**src/rtl/sbtl_pkg.sv**
```systemverilog
// ----------------------------------------------------------------------------
// sbtl_pkg
// Shared types and constants for the serial bus byte talker/listener engine.
// ----------------------------------------------------------------------------
package sbtl_pkg;

	localparam int TIMER_BITS = 24;
	localparam int CFG_COUNT  = 8;
	localparam int CFG_IDX_W  = 3;
	localparam int CFG_W      = 24;
	localparam int BITS_W     = 4;

	localparam logic [TIMER_BITS-1:0] TIMER_MAX           = '1;
	localparam logic [TIMER_BITS-1:0] EOI_RELEASE_TIMEOUT = TIMER_BITS'(1000);

	typedef enum logic [CFG_IDX_W-1:0] {
		CFG_EOI_DETECT    = 3'd0,
		CFG_EOI_ACK_HOLD  = 3'd1,
		CFG_BIT_SETUP     = 3'd2,
		CFG_BIT_VALID     = 3'd3,
		CFG_PRE_SEND      = 3'd4,
		CFG_BIT_TIMEOUT   = 3'd5,
		CFG_ACK_TIMEOUT   = 3'd6,
		CFG_START_TIMEOUT = 3'd7
	} cfg_idx_t;

	localparam logic [CFG_W-1:0] CFG_RESET [CFG_COUNT] = '{
		24'd200, 24'd60, 24'd20, 24'd60, 24'd20, 24'd1000, 24'd1000, 24'd100000
	};

	typedef enum logic [1:0] {
		ACT_TICK  = 2'd0,
		ACT_RX    = 2'd1,
		ACT_TX    = 2'd2,
		ACT_SPARE = 2'd3
	} action_t;

	typedef enum logic [3:0] {
		PH_IDLE        = 4'd0,
		PH_R_WAIT_CLK  = 4'd1,
		PH_R_EOI_HOLD  = 4'd2,
		PH_R_BIT_REL   = 4'd3,
		PH_R_BIT_ASS   = 4'd4,
		PH_S_WAIT_DATA = 4'd5,
		PH_S_EOI_ACK   = 4'd6,
		PH_S_EOI_REL   = 4'd7,
		PH_S_PRE       = 4'd8,
		PH_S_PRE_ABORT = 4'd9,
		PH_S_SETUP     = 4'd10,
		PH_S_VALID     = 4'd11,
		PH_S_FRAME_ACK = 4'd12
	} phase_t;

	typedef struct packed {
		logic [1:0] action;
		logic [7:0] tx_byte;
		logic       tx_eoi;
		logic       clk_line;
		logic       data_line;
		logic       atn_line;
		logic       bus_busy;
	} in_t;

	typedef struct packed {
		logic       clk_drive;
		logic       data_drive;
		logic       done_res;
		logic       ok;
		logic [7:0] rx_byte;
		logic       rx_eoi;
		logic       atn_at_start;
		logic       atn_abort;
	} out_t;

endpackage

```
**src/rtl/serial_bus_byte_talker_listener.sv**
```systemverilog
// ----------------------------------------------------------------------------
// serial_bus_byte_talker_listener
// Bit-level byte engine for the three-line open-collector serial bus.
// ----------------------------------------------------------------------------
//  channel  | direction | word                          | handshake
//  ---------+-----------+-------------------------------+------------------
//  in       | input     | action, tx byte, sampled lines| in_valid/in_ready
//  out      | output    | line drives, done, status     | out_valid/out_ready
//  cfg      | input     | register index, 24-bit value  | cfg_valid/cfg_ready
//
//  One word per cycle while out_ready does not stall the result: a word is
//  held in the input register, the phase update is done in one pass and
//  lands in the result register, which raises out_valid.
//  Reset loads the timing registers with their defaults and idles the bus.
//  A stalled result holds the input register; cfg_ready is always high.
// ----------------------------------------------------------------------------
module serial_bus_byte_talker_listener (
	input  logic                              clk,
	input  logic                              arst_n,
	input  logic                              in_valid,
	output logic                              in_ready,
	input  sbtl_pkg::in_t                     in_data,
	output logic                              out_valid,
	input  logic                              out_ready,
	output sbtl_pkg::out_t                    out_data,
	input  logic                              cfg_valid,
	output logic                              cfg_ready,
	input  logic [sbtl_pkg::CFG_IDX_W-1:0]    cfg_index,
	input  logic [sbtl_pkg::CFG_W-1:0]        cfg_data
);

	function automatic logic [sbtl_pkg::TIMER_BITS-1:0] tinc(
			input logic [sbtl_pkg::TIMER_BITS-1:0] v);
		tinc = (v == sbtl_pkg::TIMER_MAX) ? v : v + sbtl_pkg::TIMER_BITS'(1);
	endfunction

	logic [sbtl_pkg::CFG_W-1:0] cfg_q [sbtl_pkg::CFG_COUNT];

	sbtl_pkg::in_t  in_s1;
	logic           vld_s1;
	sbtl_pkg::out_t res_s2;
	logic           vld_s2;
	logic           advance;

	sbtl_pkg::phase_t                  phase_q, n_phase;
	logic [sbtl_pkg::BITS_W-1:0]       bit_q, n_bit;
	logic [7:0]                        shift_q, n_shift;
	logic [sbtl_pkg::TIMER_BITS-1:0]   el_q, n_el, el_inc;
	logic [sbtl_pkg::TIMER_BITS-1:0]   hold_q, n_hold, hold_inc;
	logic                              eoi_q, n_eoi;
	logic                              want_q, n_want;
	logic                              atn_q, n_atn;
	logic                              clk_q, n_clk;
	logic                              data_q, n_data;

	logic                           fin_done, fin_ok, fin_atn, is_rx;
	logic [7:0]                     fin_rx;
	logic [sbtl_pkg::BITS_W-1:0]    bit_inc;
	logic [7:0]                     shift_dn;
	sbtl_pkg::out_t                 res;

	assign advance   = vld_s1 && (!vld_s2 || out_ready);
	assign in_ready  = !vld_s1 || advance;
	assign out_valid = vld_s2;
	assign out_data  = res_s2;
	assign cfg_ready = 1'b1;

	assign el_inc   = tinc(el_q);
	assign hold_inc = tinc(hold_q);
	assign bit_inc  = bit_q + sbtl_pkg::BITS_W'(1);
	assign shift_dn = {1'b0, shift_q[7:1]};

	always_comb begin
		n_phase  = phase_q;
		n_bit    = bit_q;
		n_shift  = shift_q;
		n_el     = el_q;
		n_hold   = hold_q;
		n_eoi    = eoi_q;
		n_want   = want_q;
		n_atn    = atn_q;
		n_clk    = clk_q;
		n_data   = data_q;
		fin_done = 1'b0;
		fin_ok   = 1'b0;
		fin_atn  = 1'b0;
		fin_rx   = 8'd0;
		is_rx    = 1'b0;

		if (phase_q == sbtl_pkg::PH_IDLE && in_s1.action == sbtl_pkg::ACT_RX) begin
			n_eoi   = 1'b0;
			n_atn   = in_s1.atn_line;
			n_data  = 1'b0;
			n_bit   = '0;
			n_shift = '0;
			n_el    = '0;
			n_hold  = '0;
			n_phase = sbtl_pkg::PH_R_WAIT_CLK;
		end else if (phase_q == sbtl_pkg::PH_IDLE && in_s1.action == sbtl_pkg::ACT_TX) begin
			if (in_s1.atn_line || in_s1.bus_busy) begin
				fin_done = 1'b1;
			end else begin
				n_shift = in_s1.tx_byte;
				n_want  = in_s1.tx_eoi;
				n_bit   = '0;
				n_el    = '0;
				n_hold  = '0;
				n_clk   = 1'b0;
				n_phase = sbtl_pkg::PH_S_WAIT_DATA;
			end
		end else if (phase_q != sbtl_pkg::PH_IDLE) begin
			is_rx = (phase_q == sbtl_pkg::PH_R_WAIT_CLK) || (phase_q == sbtl_pkg::PH_R_EOI_HOLD) ||
				(phase_q == sbtl_pkg::PH_R_BIT_REL) || (phase_q == sbtl_pkg::PH_R_BIT_ASS);
			unique case (phase_q)
				sbtl_pkg::PH_R_WAIT_CLK: begin
					if (in_s1.clk_line) begin
						n_el    = '0;
						n_phase = sbtl_pkg::PH_R_BIT_REL;
					end else begin
						n_el = el_inc;
						if (!eoi_q && el_inc >= cfg_q[sbtl_pkg::CFG_EOI_DETECT]) begin
							n_data  = 1'b1;
							n_hold  = '0;
							n_phase = sbtl_pkg::PH_R_EOI_HOLD;
						end
						if (el_inc > cfg_q[sbtl_pkg::CFG_START_TIMEOUT]) begin
							n_data   = 1'b1;
							n_phase  = sbtl_pkg::PH_IDLE;
							fin_done = 1'b1;
						end
					end
				end
				sbtl_pkg::PH_R_EOI_HOLD: begin
					n_el   = el_inc;
					n_hold = hold_inc;
					if (hold_inc >= cfg_q[sbtl_pkg::CFG_EOI_ACK_HOLD]) begin
						n_data  = 1'b0;
						n_eoi   = 1'b1;
						n_phase = sbtl_pkg::PH_R_WAIT_CLK;
						if (el_inc > cfg_q[sbtl_pkg::CFG_START_TIMEOUT]) begin
							n_data   = 1'b1;
							n_phase  = sbtl_pkg::PH_IDLE;
							fin_done = 1'b1;
						end
					end
				end
				sbtl_pkg::PH_R_BIT_REL: begin
					if (!in_s1.clk_line) begin
						// released DATA on the CLK release is a one
						if (!in_s1.data_line) begin
							n_shift = shift_q | (8'd1 << bit_q[2:0]);
						end
						n_el    = '0;
						n_phase = sbtl_pkg::PH_R_BIT_ASS;
					end else begin
						n_el = el_inc;
						if (el_inc >= cfg_q[sbtl_pkg::CFG_BIT_TIMEOUT]) begin
							n_data   = 1'b1;
							n_phase  = sbtl_pkg::PH_IDLE;
							fin_done = 1'b1;
						end
					end
				end
				sbtl_pkg::PH_R_BIT_ASS: begin
					if (!in_s1.clk_line) begin
						n_el = el_inc;
					end
					if (!in_s1.clk_line && el_inc >= cfg_q[sbtl_pkg::CFG_BIT_TIMEOUT] &&
						bit_q < sbtl_pkg::BITS_W'(7)) begin
						n_data   = 1'b1;
						n_phase  = sbtl_pkg::PH_IDLE;
						fin_done = 1'b1;
					end else if (in_s1.clk_line ||
						el_inc >= cfg_q[sbtl_pkg::CFG_BIT_TIMEOUT]) begin
						// a timeout after the last bit still closes the frame
						n_bit = bit_inc;
						if (bit_inc >= sbtl_pkg::BITS_W'(8)) begin
							n_data   = 1'b1;
							n_phase  = sbtl_pkg::PH_IDLE;
							fin_done = 1'b1;
							fin_ok   = 1'b1;
							fin_rx   = shift_q;
						end else begin
							n_el    = '0;
							n_phase = sbtl_pkg::PH_R_BIT_REL;
						end
					end
				end
				sbtl_pkg::PH_S_WAIT_DATA: begin
					if (in_s1.atn_line) begin
						n_clk   = 1'b1;
						n_hold  = '0;
						n_phase = sbtl_pkg::PH_S_PRE_ABORT;
					end else if (!in_s1.data_line) begin
						if (want_q) begin
							n_el    = '0;
							n_phase = sbtl_pkg::PH_S_EOI_ACK;
						end else begin
							n_clk   = 1'b1;
							n_hold  = '0;
							n_phase = sbtl_pkg::PH_S_PRE;
						end
					end
				end
				sbtl_pkg::PH_S_EOI_ACK: begin
					if (in_s1.atn_line) begin
						n_clk   = 1'b1;
						n_hold  = '0;
						n_phase = sbtl_pkg::PH_S_PRE_ABORT;
					end else if (in_s1.data_line) begin
						n_el    = '0;
						n_phase = sbtl_pkg::PH_S_EOI_REL;
					end else begin
						n_el = el_inc;
						if (el_inc >= cfg_q[sbtl_pkg::CFG_ACK_TIMEOUT]) begin
							n_clk   = 1'b1;
							n_hold  = '0;
							n_phase = sbtl_pkg::PH_S_PRE_ABORT;
						end
					end
				end
				sbtl_pkg::PH_S_EOI_REL: begin
					if (in_s1.atn_line) begin
						n_clk   = 1'b1;
						n_hold  = '0;
						n_phase = sbtl_pkg::PH_S_PRE_ABORT;
					end else if (!in_s1.data_line) begin
						n_clk   = 1'b1;
						n_hold  = '0;
						n_phase = sbtl_pkg::PH_S_PRE;
					end else begin
						n_el = el_inc;
						if (el_inc >= sbtl_pkg::EOI_RELEASE_TIMEOUT) begin
							n_clk   = 1'b1;
							n_hold  = '0;
							n_phase = sbtl_pkg::PH_S_PRE_ABORT;
						end
					end
				end
				sbtl_pkg::PH_S_PRE, sbtl_pkg::PH_S_PRE_ABORT: begin
					n_hold = hold_inc;
					if (hold_inc >= cfg_q[sbtl_pkg::CFG_PRE_SEND]) begin
						if (phase_q == sbtl_pkg::PH_S_PRE_ABORT || in_s1.atn_line) begin
							n_phase  = sbtl_pkg::PH_IDLE;
							fin_done = 1'b1;
							if (in_s1.atn_line) begin
								n_clk   = 1'b0;
								fin_atn = 1'b1;
							end
						end else begin
							n_data  = ~shift_q[0];
							n_hold  = '0;
							n_phase = sbtl_pkg::PH_S_SETUP;
						end
					end
				end
				sbtl_pkg::PH_S_SETUP: begin
					n_hold = hold_inc;
					if (hold_inc >= cfg_q[sbtl_pkg::CFG_BIT_SETUP]) begin
						n_clk   = 1'b0;
						n_hold  = '0;
						n_phase = sbtl_pkg::PH_S_VALID;
					end
				end
				sbtl_pkg::PH_S_VALID: begin
					n_hold = hold_inc;
					if (hold_inc >= cfg_q[sbtl_pkg::CFG_BIT_VALID]) begin
						n_data  = 1'b0;
						n_clk   = 1'b1;
						n_shift = shift_dn;
						n_bit   = bit_inc;
						if (bit_inc >= sbtl_pkg::BITS_W'(8)) begin
							n_el    = '0;
							n_phase = sbtl_pkg::PH_S_FRAME_ACK;
						end else if (in_s1.atn_line) begin
							n_clk    = 1'b0;
							n_phase  = sbtl_pkg::PH_IDLE;
							fin_done = 1'b1;
							fin_atn  = 1'b1;
						end else begin
							n_data  = ~shift_dn[0];
							n_hold  = '0;
							n_phase = sbtl_pkg::PH_S_SETUP;
						end
					end
				end
				sbtl_pkg::PH_S_FRAME_ACK: begin
					if (in_s1.atn_line) begin
						n_clk    = 1'b0;
						n_phase  = sbtl_pkg::PH_IDLE;
						fin_done = 1'b1;
						fin_atn  = 1'b1;
					end else if (in_s1.data_line) begin
						n_phase  = sbtl_pkg::PH_IDLE;
						fin_done = 1'b1;
						fin_ok   = 1'b1;
					end else begin
						n_el = el_inc;
						// no acknowledgement is still taken as delivered
						if (el_inc >= cfg_q[sbtl_pkg::CFG_ACK_TIMEOUT]) begin
							n_phase  = sbtl_pkg::PH_IDLE;
							fin_done = 1'b1;
							fin_ok   = 1'b1;
						end
					end
				end
				default: begin
					n_phase = sbtl_pkg::PH_IDLE;
				end
			endcase
		end

		res.clk_drive    = n_clk;
		res.data_drive   = n_data;
		res.done_res     = fin_done;
		res.ok           = fin_done && fin_ok;
		res.rx_byte      = (fin_done && is_rx) ? fin_rx : 8'd0;
		res.rx_eoi       = fin_done && is_rx && n_eoi;
		res.atn_at_start = fin_done && is_rx && n_atn;
		res.atn_abort    = fin_done && !is_rx && fin_atn;
	end

	always_ff @(posedge clk or negedge arst_n) begin
		if (!arst_n) begin
			for (int i = 0; i < sbtl_pkg::CFG_COUNT; i++) begin
				cfg_q[i] <= sbtl_pkg::CFG_RESET[i];
			end
		end else if (cfg_valid && cfg_ready) begin
			cfg_q[cfg_index] <= cfg_data;
		end
	end

	always_ff @(posedge clk or negedge arst_n) begin
		if (!arst_n) begin
			vld_s1 <= 1'b0;
		end else if (in_valid && in_ready) begin
			vld_s1 <= 1'b1;
		end else if (advance) begin
			vld_s1 <= 1'b0;
		end
	end

	always_ff @(posedge clk) begin
		if (in_valid && in_ready) begin
			in_s1 <= in_data;
		end
	end

	always_ff @(posedge clk or negedge arst_n) begin
		if (!arst_n) begin
			vld_s2 <= 1'b0;
		end else if (advance) begin
			vld_s2 <= 1'b1;
		end else if (out_ready) begin
			vld_s2 <= 1'b0;
		end
	end

	always_ff @(posedge clk) begin
		if (advance) begin
			res_s2 <= res;
		end
	end

	always_ff @(posedge clk or negedge arst_n) begin
		if (!arst_n) begin
			phase_q <= sbtl_pkg::PH_IDLE;
			bit_q   <= '0;
			shift_q <= '0;
			el_q    <= '0;
			hold_q  <= '0;
			eoi_q   <= 1'b0;
			want_q  <= 1'b0;
			atn_q   <= 1'b0;
			clk_q   <= 1'b0;
			data_q  <= 1'b0;
		end else if (advance) begin
			phase_q <= n_phase;
			bit_q   <= n_bit;
			shift_q <= n_shift;
			el_q    <= n_el;
			hold_q  <= n_hold;
			eoi_q   <= n_eoi;
			want_q  <= n_want;
			atn_q   <= n_atn;
			clk_q   <= n_clk;
			data_q  <= n_data;
		end
	end

endmodule

```
**config.mk**
```make
export PLATFORM = sky130hd
export DESIGN_NAME = serial_bus_byte_talker_listener
export DESIGN_NICKNAME = d
export VERILOG_FILES = /design/src/rtl/sbtl_pkg.sv /design/src/rtl/serial_bus_byte_talker_listener.sv
export SDC_FILE = /design/constraint.sdc
export NUM_CORES = 1
export LEC_CHECK = 0
export BUFFER_PORTS_ARGS = -buffer_cell sky130_fd_sc_hd__buf_4
export CAP_MARGIN = 15
export CORE_MARGIN = 1
export CORE_UTILIZATION = 40
export DETAILED_ROUTE_END_ITERATION = 8
export PLACE_DENSITY = 0.57
export RECOVER_POWER = 50
export SLEW_MARGIN = 20
export SYNTH_ARGS = -nofsm -noshare
export SYNTH_HDL_FRONTEND = slang
export SYNTH_SLANG_ARGS = --single-unit
```
**constraint.sdc**
```tcl
create_clock -name clk -period 4.9 [get_ports clk]
set_input_delay 0.245 -clock clk [delete_from_list [all_inputs] [get_ports clk]]
set_output_delay 0.245 -clock clk [all_outputs]
set_load 0.02 [all_outputs]
```
### Word-level counts from Yosys, hierarchy flattened

Index checks and enable logic that the tools add are counted.

| storage, ports and cells | value |
|---|---|
| register bits | 293 |
| bits of input ports | 47 |
| output and inout bits | 18 |
| word-level logic and storage cells | 335 |

| cells by class | value |
|---|---|
| add/subtract/negate cells | 3 |
| magnitude comparators | 13 |
| equality and inequality tests | 46 |
| shifts and indexed selects | 1 |
| muxes and demuxes | 182 |
| bitwise operators | 11 |
| reductions and logical operators | 44 |

Operators by type and width:

| kind | count |
|---|---|
| 24-bit 2-to-1 mux | 44 |
| 24-bit one-hot mux with 9 select lines | 1 |
| 192-bit bitwise mux | 1 |
| 24-bit one-hot mux with 8 select lines | 1 |
| 24-bit greater-or-equal comparator | 7 |
| 4-bit 2-to-1 mux | 37 |
| 1-bit 2-to-1 mux | 81 |
| 24-bit demux with 3-bit select | 1 |
| 4-bit != test, second input constant | 16 |
| 8-bit 2-to-1 mux | 7 |
| 24-bit by 1-bit adder with 24-bit output, second input constant | 2 |
| 24-bit equality test, second input constant | 2 |
| 4-bit one-hot mux with 11 select lines | 1 |
| 14-bit AND reduction | 2 |
| 24-bit by 10-bit greater-or-equal comparator with 1-bit output, second input constant | 1 |
| 24-bit > comparator | 1 |
| 4-bit equality test, second input constant | 5 |
| 5-bit != test, second input constant | 4 |
| 6-bit != test, second input constant | 3 |
| 4-bit by 3-bit equality test with 1-bit output, second input constant | 4 |
| 8-bit one-hot mux with 2 select lines | 1 |
| 1-bit logical AND | 14 |
| 1-bit one-hot mux with 7 select lines | 2 |
| 7-bit AND reduction | 2 |
| 34 further kinds | 60 |

### Longest topological paths before layout

| logic depth | value |
|---|---|
| depth in word-level cells | 13 |
| gate-level depth with buffers | 22 |
| gate-level depth less buffers | 19 |

### Worst setup path after synthesis

Ideal clock, no wire load.

| timing path | value |
|---|---|
| path type | register -> register |
| start | register hold_q[8] in the netlist's numbering |
| end | register phase_q[3] |
| data arrival time | 4,361 ps |
| data required time | 4,779 ps |
| setup slack | 418 ps |
| cell stages (with the launch flop) | 18 |
| path buffers | 1 |
| period minus slack after synthesis | 4,482 ps |
| path through | dfrtp_1 > and4_4 > and4_4 > a41oi_2 > nand3_2 > or2_0 > buf_2 > or4_4 > xnor2_1 > ha_1 > nand3_1 > nor3_1 > and4_1 > a221oi_1 > a221o_1 > or4b_1 > a311o_1 > a22o_1 |

| between the ends | value |
|---|---|
| word-level cells in the longest chain between the ends | 5 |
| elaborated cells on any way between the ends | 12 |
| those cells by class | add/sub (1); order compare (4); eq/ne (5); mux (1); reduce/logical (1) |

RTL lines:

| element | RTL line | RTL |
|---|---|---|
| start, declared | serial_bus_byte_talker_listener.sv:49 | `logic [sbtl_pkg::TIMER_BITS-1:0] hold_q, n_hold, hold_inc;` |
| start signal, assigned | serial_bus_byte_talker_listener.sv:382 | `hold_q <= n_hold;` |
| 24-bit by 1-bit adder with 24-bit output / 24-bit equality test (equally long branches) | serial_bus_byte_talker_listener.sv:34 | `tinc = (v == sbtl_pkg::TIMER_MAX) ? v : v + sbtl_pkg::TIMER_BITS'(1);` |
| 24-bit 2-to-1 mux * | serial_bus_byte_talker_listener.sv:34 |  |
| 24-bit greater-or-equal comparator (on tied branches) | -- |  |
| 4-bit != test (no line) / 4-bit by 3-bit != test with 1-bit output (equally long branches) | -- |  |
| 14-bit AND reduction (no line) * | -- |  |
| end signal, assigned | serial_bus_byte_talker_listener.sv:367 | `phase_q <= sbtl_pkg::PH_IDLE;` |
| end signal, assigned | serial_bus_byte_talker_listener.sv:378 | `phase_q <= n_phase;` |
| end, declared | serial_bus_byte_talker_listener.sv:45 | `sbtl_pkg::phase_t phase_q, n_phase;` |

Mark *: on every way between the ends. The rest lies on a longest branch, timed or not.
A chain may end at the register's enable or synchronous reset.

### Worst setup path after layout

| timing path | value |
|---|---|
| start | register hold_q[0] in the netlist's numbering |
| end | register phase_q[3] |

The elaborated chain is that of the path after synthesis.

==> results.txt <==
----------------------------------------------------
[Synthesis]
  Mapped Area ... 18400 um2
  Post-synth net total ... 2183
  Post-synth cell types ... 88
  Fraction of the yosys area taken by sequential cells ... 40.9%
  Most used flip-flop cell after synthesis ... sky130_fd_sc_hd__dfrtp_1
  FF+latch count, synth ... 293
  Synth warnings ... 0
  Number of synthesized flops with an enable pin ... 30
  Share of synthesized registers carrying an async set or reset ... 89.8%
  Mean instance size in the synthesized netlist ... 9.50 um2
  Number of instances in the synthesized netlist ... 1936

[Run status]
  Run status ... finished with violations
  Violated checks ... capacitance limit, slew limit

[Floorplanning]
  Area inside the core boundary ... 45400 um2
  Die boundary height ... 216 um
  Number of core rows ... 78
  Starting density of the core ... 40.5%
  Die boundary width ... 216 um
  Number of primary I/O pins ... 65
  DIE AREA ... 46800 um2

[Detailed routing]
  Routed vias ... 14860
  Detailed Routing Iterations Pass 1 ... 5
  DRC violation count after routing ... 0
  Routed Antenna Nets ... 0
  Count of routing violations after the opening detailed-route iteration ... 1053
  Wirelength per Cell ... 19.2 um
  Total wire length ... 52.9 mm
  Average via count per standard cell ... 5.40

[Global routing]
  Initial antenna violation count ... 0
  Global routing usage summed across all routing layers ... 22.8%
  Number of global-route vias before repair ... 14833
  Congestion Overflow GR ... 0
  Global-route wire length before repair ... 84.0 mm
  Pin count of the biggest net entering global routing ... 95

[Final layout]
  Area of combinational cells with multiple inputs ... 9800 um2
  Area Overhead vs Synth ... 18.6%
  FF+latch area ... 7520 um2
  Fraction of layout cells with a size suffix above 1 ... 19.4%
  Antenna fix cells ... 0
  Number of nets in the final layout ... 2369
  Filler cell count in the final layout ... 4304
  Final Util ... 48.0%
  Final instance area ... 21800 um2

[Critical path]
  Data arrival time of the worst path ... 5.12 ns
  Cell with the biggest individual delay on the critical path ... sky130_fd_sc_hd__or4b_1
  Delay of the slowest cell on the worst path ... 0.55 ns
  Top Family by Delay on Critical Path ... simple AND/OR/NAND/NOR gates
  Cells traversed along the worst timing path ... ha_1 -> nand2_1 -> nor2_2 -> a41oi_2 -> nand3_2 -> or2_4 -> or4_4 -> xnor2_2 -> buf_4 -> ha_1 -> and3_4 -> o21ai_0 -> a32oi_1 -> nand2_1 -> or2_4 -> or4b_1 -> a311o_1 -> a22o_1
  Required time at the worst-slack endpoint ... 5.33 ns
  Critical path endpoint category ... register
  Class of the most critical setup path ... reg2reg
  Buf/Inv on CP ... 1
  Maximum fanout along the worst path ... 5
  Launching element type of the critical path ... register

[Power and ir drop]
  Part of the total power dissipated in sequential elements ... 36.9%
  Fraction of power consumed by the clock network ... 29.1%
  Share of total power consumed by net switching ... 35.6%
  Total power of the final layout ... 9000 uW
  Cell Pwr Density ... 413 nW/um2
  Reported net switching power ... 3210 uW
  Internal cell power ... 5800 uW
  Power share of the combinational group ... 34.0%
  Maximum vdd drop ... 0.325 mV
  Reported leakage power ... 0.0104 uW

[Clock network]
  Clk Tree Root Cell ... sky130_fd_sc_hd__clkbuf_16
  TritonCTS clock tree ... yes
  CTS clk-pin slew, worst paths ... 0.05 ns
  Sink count of the clock tree ... 293
  Htree depth ... 2
  Cts bufs inserted ... 37
  Maximum buffer depth of the clock tree ... 3
  Worst-Skew Late Latency ... 0.56 ns

[Timing]
  Worst-margin pin slew ... 2.58 ns
  Number of hold-slack violations in the final timing report ... 0
  Headroom to the max-slew limit ... -72.2%
  Post-route clock skew ... 0.0221 ns
  F_max ... 213 MHz
  Final critical-path share of the clock period ... 95.8%
  Total setup violations reported at the end of the flow ... 0
  Final TNS setup ... 0 ns
  Fin. max-slew vios ... 312
  Final critical-path required period ... 4.70 ns

[Place]
  Detailed placement HPWL ... 39.2 mm
  Routability congestion estimate ... 0.958
  Area post-placement ... 20300 um2
  Count of buffers from port buffering ... 63

[Run]
  Reported max-cap violation count ... 8

[Hold path]
  Class of the most critical hold timing path ... in2reg

----------------------------------------------------
==> layer usage <==
metal	up-vias	track usage, %	wire length, um
met3	83	2.93	2010
li1	7200	-	-
met5	-	0	0
met2	307	37.0	24500
met1	7270	31.7	25100
met4	0	6.95	1360
==> placed cells by master (no fill, tap or decap), types with 40 or more instances in the layout <==
cell,count
sky130_fd_sc_hd__ha_1,200
sky130_fd_sc_hd__a21oi_1,102
sky130_fd_sc_hd__mux2_2,108
sky130_fd_sc_hd__dfrtp_1,230
sky130_fd_sc_hd__buf_4,153
sky130_fd_sc_hd__clkbuf_1,40
sky130_fd_sc_hd__nand2_1,208
sky130_fd_sc_hd__nor2_1,72
sky130_fd_sc_hd__inv_1,218
sky130_fd_sc_hd__o21ai_0,186
==> worst register-to-register path, cell delays in order (launching register included) <==
cell	delay [ns]
sky130_fd_sc_hd__dfrtp_1	0.40
sky130_fd_sc_hd__ha_1	0.23
sky130_fd_sc_hd__nand2_1	0.10
sky130_fd_sc_hd__nor2_2	0.07
sky130_fd_sc_hd__a41oi_2	0.25
sky130_fd_sc_hd__nand3_2	0.11
sky130_fd_sc_hd__or2_4	0.27
sky130_fd_sc_hd__or4_4	0.52
sky130_fd_sc_hd__xnor2_2	0.17
sky130_fd_sc_hd__buf_4	0.16
sky130_fd_sc_hd__ha_1	0.29
sky130_fd_sc_hd__and3_4	0.20
sky130_fd_sc_hd__o21ai_0	0.09
sky130_fd_sc_hd__a32oi_1	0.20
sky130_fd_sc_hd__nand2_1	0.12
sky130_fd_sc_hd__or2_4	0.29
sky130_fd_sc_hd__or4b_1	0.55
sky130_fd_sc_hd__a311o_1	0.35
sky130_fd_sc_hd__a22o_1	0.19
==> cell families after synthesis <==
group                    share of synthesized area, %
flip-flops                                       40.9
AND/OR/NAND/NOR                                  13.8
XOR/XNOR                                         2.05
adder cells (fa/ha/maj)                          13.6
buffers and inverters                            6.48
other                                          0.0204
AO/OA/AOI/OAI                                    15.8
multiplexers                                     7.27
==> what timing repair did <==
| item | 4_1_cts | 5_1_grt |
|---|---|---|
| hold buffers | 28 | 0 |
| endpoints found under the setup margin | 8 | 63 |
| endpoints found under the hold margin | 116 | 0 |
| gates resized for setup | 3 | 31 |
| buffers inserted | 0 | 7 |
| gates cloned | 0 | 0 |
| pin swaps | 0 | 7 |
==> area by class of cell <==
type / count / share of cell area (%)
timing repair buffer: 227 / 7.99
tap: 600 / 3.44
clock inverter: 9 / 0.276
multi-input combinational: 1344 / 45.0
inverter: 219 / 3.77
sequential: 293 / 34.5
clock buffer: 59 / 5.05
==> state kept, by name, summed over array words and instances, names as in the netlist <==
| name | cells |
|---|---|
| bit_q | 4 |
| want_q | 1 |
| clk_q | 1 |
| phase_q | 4 |
| out_data | 15 |
| data_q | 1 |
| el_q | 24 |
| eoi_q | 1 |
| shift_q | 8 |
| hold_q | 24 |
| vld_s1 | 1 |
| atn_q | 1 |
| cfg_q | 192 |
| out_valid | 1 |
| in_s1 | 15 |
==> path summary, 6_finish.rpt <==
check | start | to | slack (ns) | depth (start not counted)
max in group asynchronous | arst_n | cfg_q[6]$_DFFE_PN0P_ | 2.00 | 3
worst max register to register | hold_q[0]$_DFFE_PN0P_ | phase_q[3]$_DFFE_PN0P_ | 0.20 | 18
worst min register to register | cfg_q[70]$_DFFE_PN0P_ | cfg_q[70]$_DFFE_PN0P_ | 0.50 | 1
min in group asynchronous | arst_n | cfg_q[26]$_DFFE_PN0P_ | 1.04 | 2
worst max-delay path | hold_q[0]$_DFFE_PN0P_ | phase_q[3]$_DFFE_PN0P_ | 0.20 | 18
worst min-delay path | cfg_data[12] | cfg_q[132]$_DFFE_PN0P_ | 0.02 | 3
==> stage by stage <==
stage          hold WS (ns)  worst slack (ns)  instances
2_1_floorplan       -0.0506             0.418       1936
5_1_grt              0.0257           -0.0577       2751
3_3_place_gp          0.349            0.0397       2648
6_report             0.0158             0.204       2751
4_1_cts            0.000530          0.000628       2744
3_5_place_dp          0.348           -0.0453       2648
==> power groups by stage <==
stage          clock network (uW)  logic, uW  registers [uW]
6_report                     2620       3060            3320
2_1_floorplan                   0       1960            3230
4_1_cts                      2700       3040            3310
3_3_place_gp                    0       2930            3340
5_1_grt                      2790       3420            3380
3_5_place_dp                    0       2990            3350
==> cell usage after synthesis, drive strengths merged (11+ instances only) <==
cell type / instances / area, um2
dfstp: 33 / 867
nand4: 31 / 209
a211oi: 26 / 210
a21o: 27 / 203
a21oi: 104 / 521
nor3b: 11 / 82.6
inv: 219 / 822
buf: 29 / 178
clkbuf: 51 / 191
nor2: 75 / 284
ha: 200 / 2500
edfxtp: 30 / 901
nand3: 25 / 130
nor3: 30 / 150
nand2b: 27 / 171
o21ai: 193 / 966
mux2: 108 / 1220
xor2: 17 / 149
and3: 24 / 153
o211ai: 12 / 90.1
xnor2: 26 / 228
mux2i: 12 / 120
a22o: 16 / 140
and2: 16 / 101
dfrtp: 230 / 5760
nor4: 14 / 109
nand2: 210 / 791
(Power assumes the default switching activity.)
